### config.mk
export PLATFORM = sky130hd
export DESIGN_NAME = key_short_long_press_detector
export DESIGN_NICKNAME = d
export VERILOG_FILES = /design/src/hdl/kslpd_pkg.sv /design/src/hdl/key_short_long_press_detector.sv /design/src/hdl/kslpd_eval.sv
export SDC_FILE = /design/constraint.sdc
export NUM_CORES = 1
export LEC_CHECK = 0
export ABC_AREA = 1
export ABC_CLOCK_PERIOD_IN_PS = 17250
export BUFFER_PORTS_ARGS = -buffer_cell sky130_fd_sc_hd__buf_4
export CAP_MARGIN = 20
export CORE_MARGIN = 4
export CORE_UTILIZATION = 36
export DETAILED_ROUTE_END_ITERATION = 7
export PLACE_DENSITY = 0.58
export RECOVER_POWER = 50
export SYNTH_ARGS = -nofsm -noshare
export SYNTH_HDL_FRONTEND = slang
export SYNTH_SLANG_ARGS = --single-unit
export TNS_END_PERCENT = 100
### constraint.sdc
create_clock -name i_clk -period 17.25 [get_ports i_clk]
set_clock_uncertainty 0.05 [all_clocks]
set_input_delay 0.8625 -clock i_clk [delete_from_list [all_inputs] [get_ports i_clk]]
set_output_delay 0.8625 -clock i_clk [all_outputs]
set_load 0.03 [all_outputs]
### src/hdl/kslpd_pkg.sv
`timescale 1ns / 1ps
// Shared types and constants for the key short/long press detector.
// No dependencies; imported by kslpd_eval and key_short_long_press_detector.
package kslpd_pkg;

    localparam int unsigned NUM_TIMED_KEYS = 7;
    localparam int unsigned PADDR_W        = 5;

    localparam logic [15:0] REPEAT_TICKS = 16'd200;
    localparam logic [31:0] SHORT_TICKS  = 32'd80;
    localparam logic [15:0] DEFAULT_HOLD = 16'd5000;

    localparam logic [15:0] HOLD_RESET [NUM_TIMED_KEYS] = '{
        16'd5000, 16'd5000, 16'd5000, 16'd1000, 16'd1000, 16'd5000, 16'd5000
    };

    // Register indexes; long-press times occupy indexes 0..6
    localparam logic [2:0] REG_LONG_TIME_BASE = 3'd0;
    localparam logic [2:0] REG_REPEAT_MASK    = 3'd7;

    typedef struct packed {
        logic [31:0] now_ticks;
        logic [6:0]  key_levels;
    } t_scan_in;

    typedef struct packed {
        logic [2:0] key_index;
        logic       is_long;
        logic       last_event;
    } t_key_event;

    typedef struct packed {
        logic        locked;
        logic [31:0] stamp;
    } t_key_entry;

    typedef struct packed {
        logic       ev;
        logic       is_long;
        t_key_entry next;
    } t_eval_res;

endpackage

### src/hdl/key_short_long_press_detector.sv
`timescale 1ns / 1ps
// Key short/long press detector: one scan beat in, up to NUM_KEYS event beats out.
// Each event is held in a pending register, then in the output register, before it leaves.
// Per scan: accept, then one key per cycle through the state memory with one read and
// one write per cycle (a key is held while the output is stalled and an event is pending),
// then one flush step; the next scan is accepted only after the flush.
// Reset: control state clears, key state reads as zero until written, registers
// return to their reset values. No clearing pass.
module key_short_long_press_detector
    import kslpd_pkg::*;
#(
    parameter int unsigned NUM_KEYS = 7
) (
    input  logic               i_clk,
    input  logic               i_rst_n,
    // scan input
    input  logic               i_in_valid,
    output logic               o_in_stall,
    input  t_scan_in           i_in_data,
    // event output
    output logic               o_out_valid,
    input  logic               i_out_stall,
    output t_key_event         o_out_data,
    // configuration
    input  logic               psel,
    input  logic               penable,
    input  logic               pwrite,
    input  logic [PADDR_W-1:0] paddr,
    input  logic [31:0]        pwdata,
    output logic [31:0]        prdata,
    output logic               pready
);

    localparam int KW = (NUM_KEYS > 1) ? $clog2(NUM_KEYS) : 1;

    typedef enum logic [1:0] {
        S_IDLE,
        S_EVAL,
        S_FLUSH
    } t_state;

    // configuration registers
    logic [15:0] r_long_time [NUM_TIMED_KEYS];
    logic [6:0]  r_repeat;
    logic [2:0]  w_reg_idx;

    // state memory
    t_key_entry  r_mem [NUM_KEYS];
    logic [NUM_KEYS-1:0] r_vbits;
    t_key_entry  r_rd_entry;
    logic        r_rd_ok;
    logic        w_rd_en;
    logic [KW-1:0] w_rd_addr;
    logic        w_mem_we;
    t_key_entry  w_entry;

    // control
    t_state      r_state, n_state;
    logic [KW-1:0] r_key;
    logic [31:0] r_now;
    logic [6:0]  r_levels;
    logic        r_pend_valid;
    logic [2:0]  r_pend_idx;
    logic        r_pend_long;

    logic        w_accept;
    logic        w_can_push;
    logic        w_push;
    logic        w_adv;
    logic        w_last_key;
    logic [2:0]  w_key3;
    logic        w_timed;
    logic        w_pressed;
    logic [15:0] w_hold;
    logic        w_rep;
    t_eval_res   w_res;

    // ---------------- configuration port ----------------
    assign pready    = 1'b1;
    assign w_reg_idx = paddr[PADDR_W-1:2];

    always_ff @(posedge i_clk) begin
        if (!i_rst_n) begin
            for (int i = 0; i < NUM_TIMED_KEYS; i++) begin
                r_long_time[i] <= HOLD_RESET[i];
            end
            r_repeat <= '0;
        end else if (psel && penable && pwrite && pready) begin
            unique case (w_reg_idx)
                REG_REPEAT_MASK: r_repeat <= pwdata[6:0];
                default:         r_long_time[w_reg_idx - REG_LONG_TIME_BASE] <= pwdata[15:0];
            endcase
        end
    end

    always_comb begin
        unique case (w_reg_idx)
            REG_REPEAT_MASK: prdata = 32'(r_repeat);
            default:         prdata = 32'(r_long_time[w_reg_idx - REG_LONG_TIME_BASE]);
        endcase
    end

    // ---------------- key evaluation ----------------
    assign w_key3    = 3'(r_key);
    assign w_timed   = (32'(r_key) < NUM_TIMED_KEYS);
    assign w_pressed = w_timed && r_levels[w_key3];
    assign w_hold    = w_timed ? r_long_time[w_key3] : DEFAULT_HOLD;
    assign w_rep     = w_timed && r_repeat[w_key3];
    assign w_entry   = r_rd_ok ? r_rd_entry : '0;

    kslpd_eval u_eval (
        .i_entry   (w_entry),
        .i_pressed (w_pressed),
        .i_hold    (w_hold),
        .i_repeat  (w_rep),
        .i_now     (r_now),
        .o_res     (w_res)
    );

    // ---------------- handshake / sequencing ----------------
    assign o_in_stall = (r_state != S_IDLE);
    assign w_accept   = i_in_valid && !o_in_stall;
    assign w_can_push = !o_out_valid || !i_out_stall;
    assign w_last_key = (r_key == KW'(NUM_KEYS - 1));

    // a new event with one already pending needs room in the output register
    assign w_adv  = !(w_res.ev && r_pend_valid && !w_can_push);
    assign w_push = r_pend_valid && w_can_push &&
                    (((r_state == S_EVAL) && w_res.ev) || (r_state == S_FLUSH));

    assign w_mem_we  = (r_state == S_EVAL) && w_adv;
    assign w_rd_en   = w_accept || ((r_state == S_EVAL) && w_adv && !w_last_key);
    assign w_rd_addr = (r_state == S_IDLE) ? '0 : KW'(r_key + KW'(1));

    always_ff @(posedge i_clk) begin
        if (w_mem_we) begin
            r_mem[r_key] <= w_res.next;
        end
        if (w_rd_en) begin
            r_rd_entry <= r_mem[w_rd_addr];
            r_rd_ok    <= r_vbits[w_rd_addr];
        end
    end

    always_comb begin
        n_state = r_state;
        unique case (r_state)
            S_IDLE:  if (w_accept) n_state = S_EVAL;
            S_EVAL:  if (w_adv && w_last_key) n_state = S_FLUSH;
            S_FLUSH: if (!r_pend_valid || w_can_push) n_state = S_IDLE;
            default: n_state = S_IDLE;
        endcase
    end

    always_ff @(posedge i_clk) begin
        if (!i_rst_n) begin
            r_state      <= S_IDLE;
            r_key        <= '0;
            r_vbits      <= '0;
            r_pend_valid <= 1'b0;
            o_out_valid  <= 1'b0;
        end else begin
            r_state <= n_state;

            if (w_accept) begin
                r_now    <= i_in_data.now_ticks;
                r_levels <= i_in_data.key_levels;
                r_key    <= '0;
            end

            if (w_mem_we) begin
                r_vbits[r_key] <= 1'b1;
                if (!w_last_key) begin
                    r_key <= KW'(r_key + KW'(1));
                end
                if (w_res.ev) begin
                    r_pend_valid <= 1'b1;
                    r_pend_idx   <= w_key3;
                    r_pend_long  <= w_res.is_long;
                end
            end

            if ((r_state == S_FLUSH) && w_can_push) begin
                r_pend_valid <= 1'b0;
            end

            // held event leaves once the next one shows up or the scan ends
            if (w_push) begin
                o_out_valid           <= 1'b1;
                o_out_data.key_index  <= r_pend_idx;
                o_out_data.is_long    <= r_pend_long;
                o_out_data.last_event <= (r_state == S_FLUSH);
            end else if (!i_out_stall) begin
                o_out_valid <= 1'b0;
            end
        end
    end

    // ---------------- assertions ----------------
    a_idle_no_pend: assert property (@(posedge i_clk) disable iff (!i_rst_n)
        (r_state == S_IDLE) |-> !r_pend_valid)
        else $error("pending event left over in idle");

    a_last_from_flush: assert property (@(posedge i_clk) disable iff (!i_rst_n)
        (w_push && (r_state != S_FLUSH)) |=> !o_out_data.last_event)
        else $error("last_event set before scan end");

    a_key_range: assert property (@(posedge i_clk) disable iff (!i_rst_n)
        32'(r_key) < NUM_KEYS)
        else $error("key counter out of range");

    a_accept_eval: assert property (@(posedge i_clk) disable iff (!i_rst_n)
        w_accept |=> (r_state == S_EVAL) && (r_key == '0))
        else $error("scan did not start at key zero");

    a_push_room: assert property (@(posedge i_clk) disable iff (!i_rst_n)
        (o_out_valid && i_out_stall) |-> !w_push)
        else $error("event overwrote a stalled beat");

endmodule

### src/hdl/kslpd_eval.sv
`timescale 1ns / 1ps
// Per-key press evaluation: next timestamp/lock state and event decision.
// Depends on kslpd_pkg.
module kslpd_eval
    import kslpd_pkg::*;
(
    input  t_key_entry  i_entry,
    input  logic        i_pressed,
    input  logic [15:0] i_hold,
    input  logic        i_repeat,
    input  logic [31:0] i_now,
    output t_eval_res   o_res
);

    logic [31:0] w_elapsed;
    logic [15:0] w_limit;

    assign w_elapsed = i_now - i_entry.stamp;   // wraps mod 2^32
    assign w_limit   = i_entry.locked ? REPEAT_TICKS : i_hold;

    always_comb begin
        o_res.ev      = 1'b0;
        o_res.is_long = 1'b0;
        o_res.next    = i_entry;
        if (i_pressed) begin
            if (!i_entry.locked || i_repeat) begin
                if (w_elapsed > {16'b0, w_limit}) begin
                    o_res.ev          = 1'b1;
                    o_res.is_long     = 1'b1;
                    o_res.next.locked = 1'b1;
                    o_res.next.stamp  = i_now;
                end
            end else begin
                // locked, no repeat: stamp tracks the hold
                o_res.next.stamp = i_now;
            end
        end else begin
            o_res.ev          = (w_elapsed > SHORT_TICKS);
            o_res.next.locked = 1'b0;
            o_res.next.stamp  = i_now;
        end
    end

endmodule
==> results.yml, run 1 <==
pwr:
  swShare_pct: 30.35
  p_switching_mw: 0.8961
  p_per_area_nw_per_um2: 117.7
  p_clk_share_pct: 35.4
  vdd_drop_max_mv: 0.08087
  pwr-share-seq_pct: 43.6
  comb_power_share_pct: 20.9
  leakagePower_nw: 9.737
  p_int_mw: 2.056
sta:
  finalSetupViolCount: 0
  tightest_slew_ns: 4.136
  period_share_pct: 49.53
  tns_ns: 0
  max-slew-margin-rel_pct: -175.8
  drv_slew: 376
  fmax_mhz: 117.1
  finalCriticalPeriod_ns: 8.543
  hold_viol: 0
  holdWs_ns: 0.3784
  rsz0062_at_grt: "false"
setup_path:
  crit_slowest_cell: "clkbuf_1"
  worstPathArrival_ns: 8.64
  crit_required_ns: 17.34
  cp-start-kind: "flip-flop"
  cpMostUsedCell: "nand2_1"
  worstSetupPathType: "reg2reg"
  path_delay_family: "buffers and inverters"
  cp_num_buf_inv: 6
  path_cells: "clkbuf_1, nor2_1, clkbuf_1, inv_1, nor2_1, o41ai_1, ha_1, nand2_1, inv_1, nand3_1, nor3_1, nand2_1, nand3_1, nand2_1, nand3_1, nand2_1, nand2_1, nand2_1, nand3_1, clkinv_1, clkbuf_1"
  setup.worst_path.end_class: "flip-flop"
  max_stage_delay_ns: 1.91
  crit_fanout: 33
grt:
  grt_usage_pct: 18.91
  grt_overflow: 0
  grt_antenna_before_repair: 0
  grt_first_pass_wirelength_microns: 97230
  grt_max_degree: 83
  grt_pass1_vias: 16575
routing:
  drt_iter0_drc: 1353
  ant_nets: 0
  drc: 0
  drt-total-wl_microns: 64200
  vias_per_cell: 5.281
  via_count: 17038
  wl_per_cell_microns: 19.90
  drtPass1Iterations: 6
finish:
  diodes: 0
  num-nets-final: 2537
  drive_above_1_share_pct: 8.592
  syn2layout_area_growth_pct: 12.84
clock_network:
  numCtsBuffers: 51
  insertion_delay_ns: 0.63
  root_buffer: "clkbuf_16"
  htreeDepth: 2
  cts_setup_buffers: 0
  post_cts_resized: 0
  cts_tree: "built"
  cts_sinks: 455
  cts_hold_buf: 0
  clkTransAtPathRegs_ns: 0.06
  cts_buffer_depth: 3
logic_synthesis:
  yosys_warnings: 0
  synth_edf_count: 418
  synth_cell_types: 57
  async_flop_share_pct: 0
  synthFlopType: "edfxtp_1"
  netlist_area_sq_um: 22230
  yosysSeqAreaShare_pct: 59.79
  syn_inst: 2322
  synth_seq_cells: 455
  postSynthAreaPerCell_sq_um: 9.574
die:
  io_pins: 123
  die_h_microns: 256.5
  start_util_pct: 36.63
  die_x_microns: 256.5
  dieArea_sq_um: 65790
  num_rows: 90
  core-area_sq_um: 60700
hold_path:
  hp-class: "reg2reg"
place:
  gp_congestion: 0.9048
  io_buffers: 87
  dpl.hpwl_microns: 40430
status:
  violations: "capacitance limit, slew limit"
  status: "finished with violations"
run:
  timing.max_cap.violations: 9
[power groups by stage]
stage                     registers (mW)  clock network, mW  logic, mW
after floorplan                     1.30                  0      0.430
after CTS                           1.29               1.07      0.623
after global placement              1.31                  0      0.610
after global routing                1.29               1.12      0.696
final                               1.29               1.05      0.618
after detailed placement            1.31                  0      0.618
[through the flow]
step	util, %	total power [mW]	worst slack, ns	instance area [sq um]	std cells
4_1_cts	41.67	2.981	11.29	25290	3226
5_1_grt	41.33	3.104	7.990	25090	3226
3_5_place_dp	39.04	1.929	11.36	23700	3132
2_1_floorplan	-	1.733	11.18	22320	2346
3_3_place_gp	39.04	1.919	11.35	23700	3132
6_report	41.33	2.952	8.707	25090	3226
[registers in the layout, indices dropped and copies added (netlist names), 2 cells and up]
name / count
o_out_data: 5
r_key: 3
r_levels: 7
r_long_time: 121
r_mem: 231
r_now: 32
r_pend_idx: 3
r_rd_entry: 33
r_repeat: 7
r_state: 2
r_vbits: 7
[worst paths after layout]
check             cells after the start  slack [ns]          start             to
hold / removal                        0        0.38  r_pend_idx[1]  o_out_data[3]
setup / recovery                     21        8.71       r_key[0]    r_mem[2][6]
hold reg to reg                       0        0.38  r_pend_idx[1]  o_out_data[3]
setup reg to reg                     21        8.71       r_key[0]    r_mem[2][6]
[logic make-up (layout without fill, tap and decap cells)]
group | after synthesis | in the layout | share of synthesized area, %
AOI/OAI and AO/OA | 447 | 447 | 11.73
xor gates and xnor gates | 16 | 16 | 0.6303
adders and majority gates | 51 | 51 | 2.904
buffers and inverters | 380 | 478 | 6.855
DFF | 455 | 455 | 59.79
other | 2 | 26 | 0.03378
and+or+nand+nor | 971 | 971 | 18.05
[metal layers]
metal | share of wire (%) | vias to the layer above | GRT usage [%]
met1 | 42 | 8175 | 24.78
met4 | 3.8 | 0 | 7.289
met2 | 47 | 650 | 31.79
met3 | 6.8 | 155 | 2.872
li1 | - | 8058 | -
met5 | 0 | - | 0
[synth_stat cells (all sizes together), types with 5 or more instances]
master    n  area (sq um)
nand2   581          2226
edfxtp  418         12550
inv     264         990.9
nor2    246         970.9
o21ai   194         970.9
a21oi   124         631.9
nand3   107         583.1
clkbuf   78         292.8
ha       50         625.6
dfxtp    37         740.7
buf      34         225.2
o32ai    20         175.2
o22ai    19         118.9
a31oi    18         112.6
nor3     12         75.07
xor2     12         105.1
o221ai   11         96.34
o211ai   10         75.07
nand4     9         56.30
a221oi    8         70.07
and2      8         50.05
a21o      5         37.54
a22o      5         43.79
o41ai     5         43.79
or2       5         31.28
[worst register-to-register path: cells and delay by family, from the launching register on]
family / cells / cell delay (ns)
buffers and inverters: 6 / 4.24
DFF: 1 / 0.39
and+or+nand+nor: 13 / 1.99
AOI/OAI and AO/OA: 1 / 0.97
adders and majority gates: 1 / 0.39
[cells in the final DEF (no fill, tap or decap), drive strengths merged, types with 20 or more instances in the layout]
cell type and count:
ha 50, inv 259, a21oi 124, o21ai 194
o32ai 20, nor2 246, edfxtp 418, clkinv 28
buf 43, clkbuf 144, nand3 107, conb 26
dfxtp 37, nand2 581
[layout make-up]
type                            instances  area, sq um
Fill cell                            5912        35610
Tap cell                              782        978.4
Multi-Input combinational cell       1511         7468
Timing Repair Buffer                  116        739.5
Clock buffer                           71         1391
Inverter                              268         1008
Clock inverter                         23        206.4
Sequential cell                       455        13290
Note: power is estimated with default switching activity, not from simulation.
==> inputs of run 2 (changes only) <==
- ABC_CLOCK_PERIOD_IN_PS: 17250 -> 8900
- clock period: 17.25 -> 8.9 ns (I/O delays scaled with it)
==> run 2 against run 1 <==
Against the previous run:
- the run still ends with capacitance limit, slew limit left
- die area did not move
- first-iteration DRC count increased by 1.3%
- worst setup slack got worse by 6.6 ns
- maximum frequency up 26%
- power grew 98%
- sequential share of layout area fell by 1.2 points
- routed wire length is 0.47% lower
- utilization rose by 0.94 points
- global-route usage barely moved
- register-to-register slack got worse by 6.6 ns
- largest cell class unchanged
==> results.yml, run 2 (synthesized netlist as in run 1, its figures left out) <==
routing:
  wl_per_cell_microns: 19.54
  drtPass1Iterations: 8
  ant_nets: 0
  drc: 0
  drt-total-wl_microns: 63900
  via_count: 17086
  vias_per_cell: 5.223
  drt_iter0_drc: 1371
finish:
  largest_reg_flops: 231
  top_register: "r_mem"
  regArea_sq_um: 13290
  biggestRegsByFlops: "r_mem: 231 flops, r_long_time: 121 flops, r_rd_entry: 33 flops"
  num-nets-final: 2581
  diodes: 0
  multi_input_area_sq_um: 7486
  drive_above_1_share_pct: 8.799
  final_util_pct: 42.27
  syn2layout_area_growth_pct: 15.40
  mostFrequentLayoutCells: "nand2_1 (572), edfxtp_1 (418), inv_1 (244)"
  final_common_cell: "nand2_1"
  num-fill-cells: 5849
die:
  dieArea_sq_um: 65790
  core-area_sq_um: 60700
  io_pins: 123
  num_rows: 90
  die_h_microns: 256.5
  die_x_microns: 256.5
  start_util_pct: 36.63
clock_network:
  post_cts_resized: 0
  clkTransAtPathRegs_ns: 0.06
  cts_buffer_depth: 3
  cts_setup_buffers: 0
  root_buffer: "clkbuf_16"
  cts_hold_buf: 41
  cts_sinks: 455
  cts_tree: "built"
  htreeDepth: 2
  numCtsBuffers: 52
  insertion_delay_ns: 0.64
sta:
  holdWs_ns: 0.03610
  fmax_mhz: 147.2
  hold_viol: 0
  period_share_pct: 76.34
  tns_ns: 0
  tightest_slew_ns: 2.765
  max-slew-margin-rel_pct: -84.35
  finalSetupViolCount: 0
  drv_slew: 181
  finalCriticalPeriod_ns: 6.794
  rsz0062_at_grt: "false"
grt:
  grt_usage_pct: 18.94
  grt_max_degree: 100
  grt_pass1_vias: 16783
  grt_antenna_before_repair: 0
  grt_first_pass_wirelength_microns: 97190
  grt_overflow: 0
pwr:
  leakagePower_nw: 9.991
  vdd_drop_max_mv: 0.1600
  fin_total_pwr_mw: 5.849
  p_per_area_nw_per_um2: 228.0
place:
  gp_congestion: 0.9304
  dpl.hpwl_microns: 40000
  io_buffers: 87
status:
  status: "finished with violations"
  violations: "capacitance limit, slew limit"
setup_path:
  cp-start-kind: "flip-flop"
  crit_fanout: 34
  setup.worst_path.end_class: "flip-flop"
  worstSetupPathType: "reg2reg"
  worstPathArrival_ns: 6.97
  crit_required_ns: 9.08
  r2r_cells: 27
hold_path:
  hold_depth: 3
  hp-class: "in2reg"
run:
  timing.max_cap.violations: 5
run 2: critical path: stages (launching register included):
cell	delay, ns
edfxtp_1	0.32
clkbuf_1	1.47
nand2_1	0.31
ha_1	0.47
nand2_1	0.17
inv_1	0.06
nand2_1	0.06
nand2_1	0.07
clkinv_1	0.05
nand2_1	0.14
nand2_1	0.10
nand2_1	0.09
xnor2_1	0.37
inv_1	0.09
ha_1	0.31
nand2_1	0.05
inv_1	0.06
nand3_1	0.06
nor3_1	0.22
nand2_1	0.08
nand2_1	0.08
nand3_1	0.18
nand2_1	0.22
nand2_4	0.06
nand2_1	0.32
nand2_1	0.20
o21ai_4	0.18
buf_4	0.51
run 2: cell type report:
| type | count | area share (%) |
|---|---|---|
| Tap cell | 782 | 3.814 |
| Clock inverter | 36 | 1.429 |
| Inverter | 268 | 3.921 |
| Timing Repair Buffer | 159 | 4.618 |
| Multi-Input combinational cell | 1511 | 29.18 |
| Clock buffer | 60 | 5.228 |
| Sequential cell | 455 | 51.81 |
run 2: worst paths after layout:
| check | start | slack [ns] | endpoint |
|---|---|---|---|
| hold / removal | pwdata[13] | 0.04 | r_long_time[6][13] |
| setup reg to reg | r_rd_ok | 2.11 | r_rd_entry[1] |
| hold reg to reg | r_pend_idx[1] | 0.38 | o_out_data[3] |
| setup / recovery | r_rd_ok | 2.11 | r_rd_entry[1] |
run 2: through the flow:
stage | instances | setup WS (ns) | area (sq um)
floorplan | 2346 | 2.832 | 22320
global placement | 3134 | 3.600 | 23720
detailed placement | 3134 | 3.547 | 23720
CTS | 3271 | 3.509 | 25840
global route | 3271 | 1.605 | 25660
finish | 3271 | 2.106 | 25660
run 2: routing by layer:
layer / vias up / track usage [%] / part of all wire, %
li1: 8140 / - / -
met1: 8158 / 24.92 / 42
met2: 667 / 32.08 / 48
met3: 121 / 3.335 / 7.3
met4: 0 / 5.834 / 2.8
met5: - / 0 / 0
run 2: power breakdown:
part           switching [mW]  total (mW)  leakage (nW)  internal (mW)
Sequential             0.0410        2.50          4.18           2.46
Clock                   0.890        2.15         0.841           1.26
Combinational           0.825        1.20          4.97          0.376
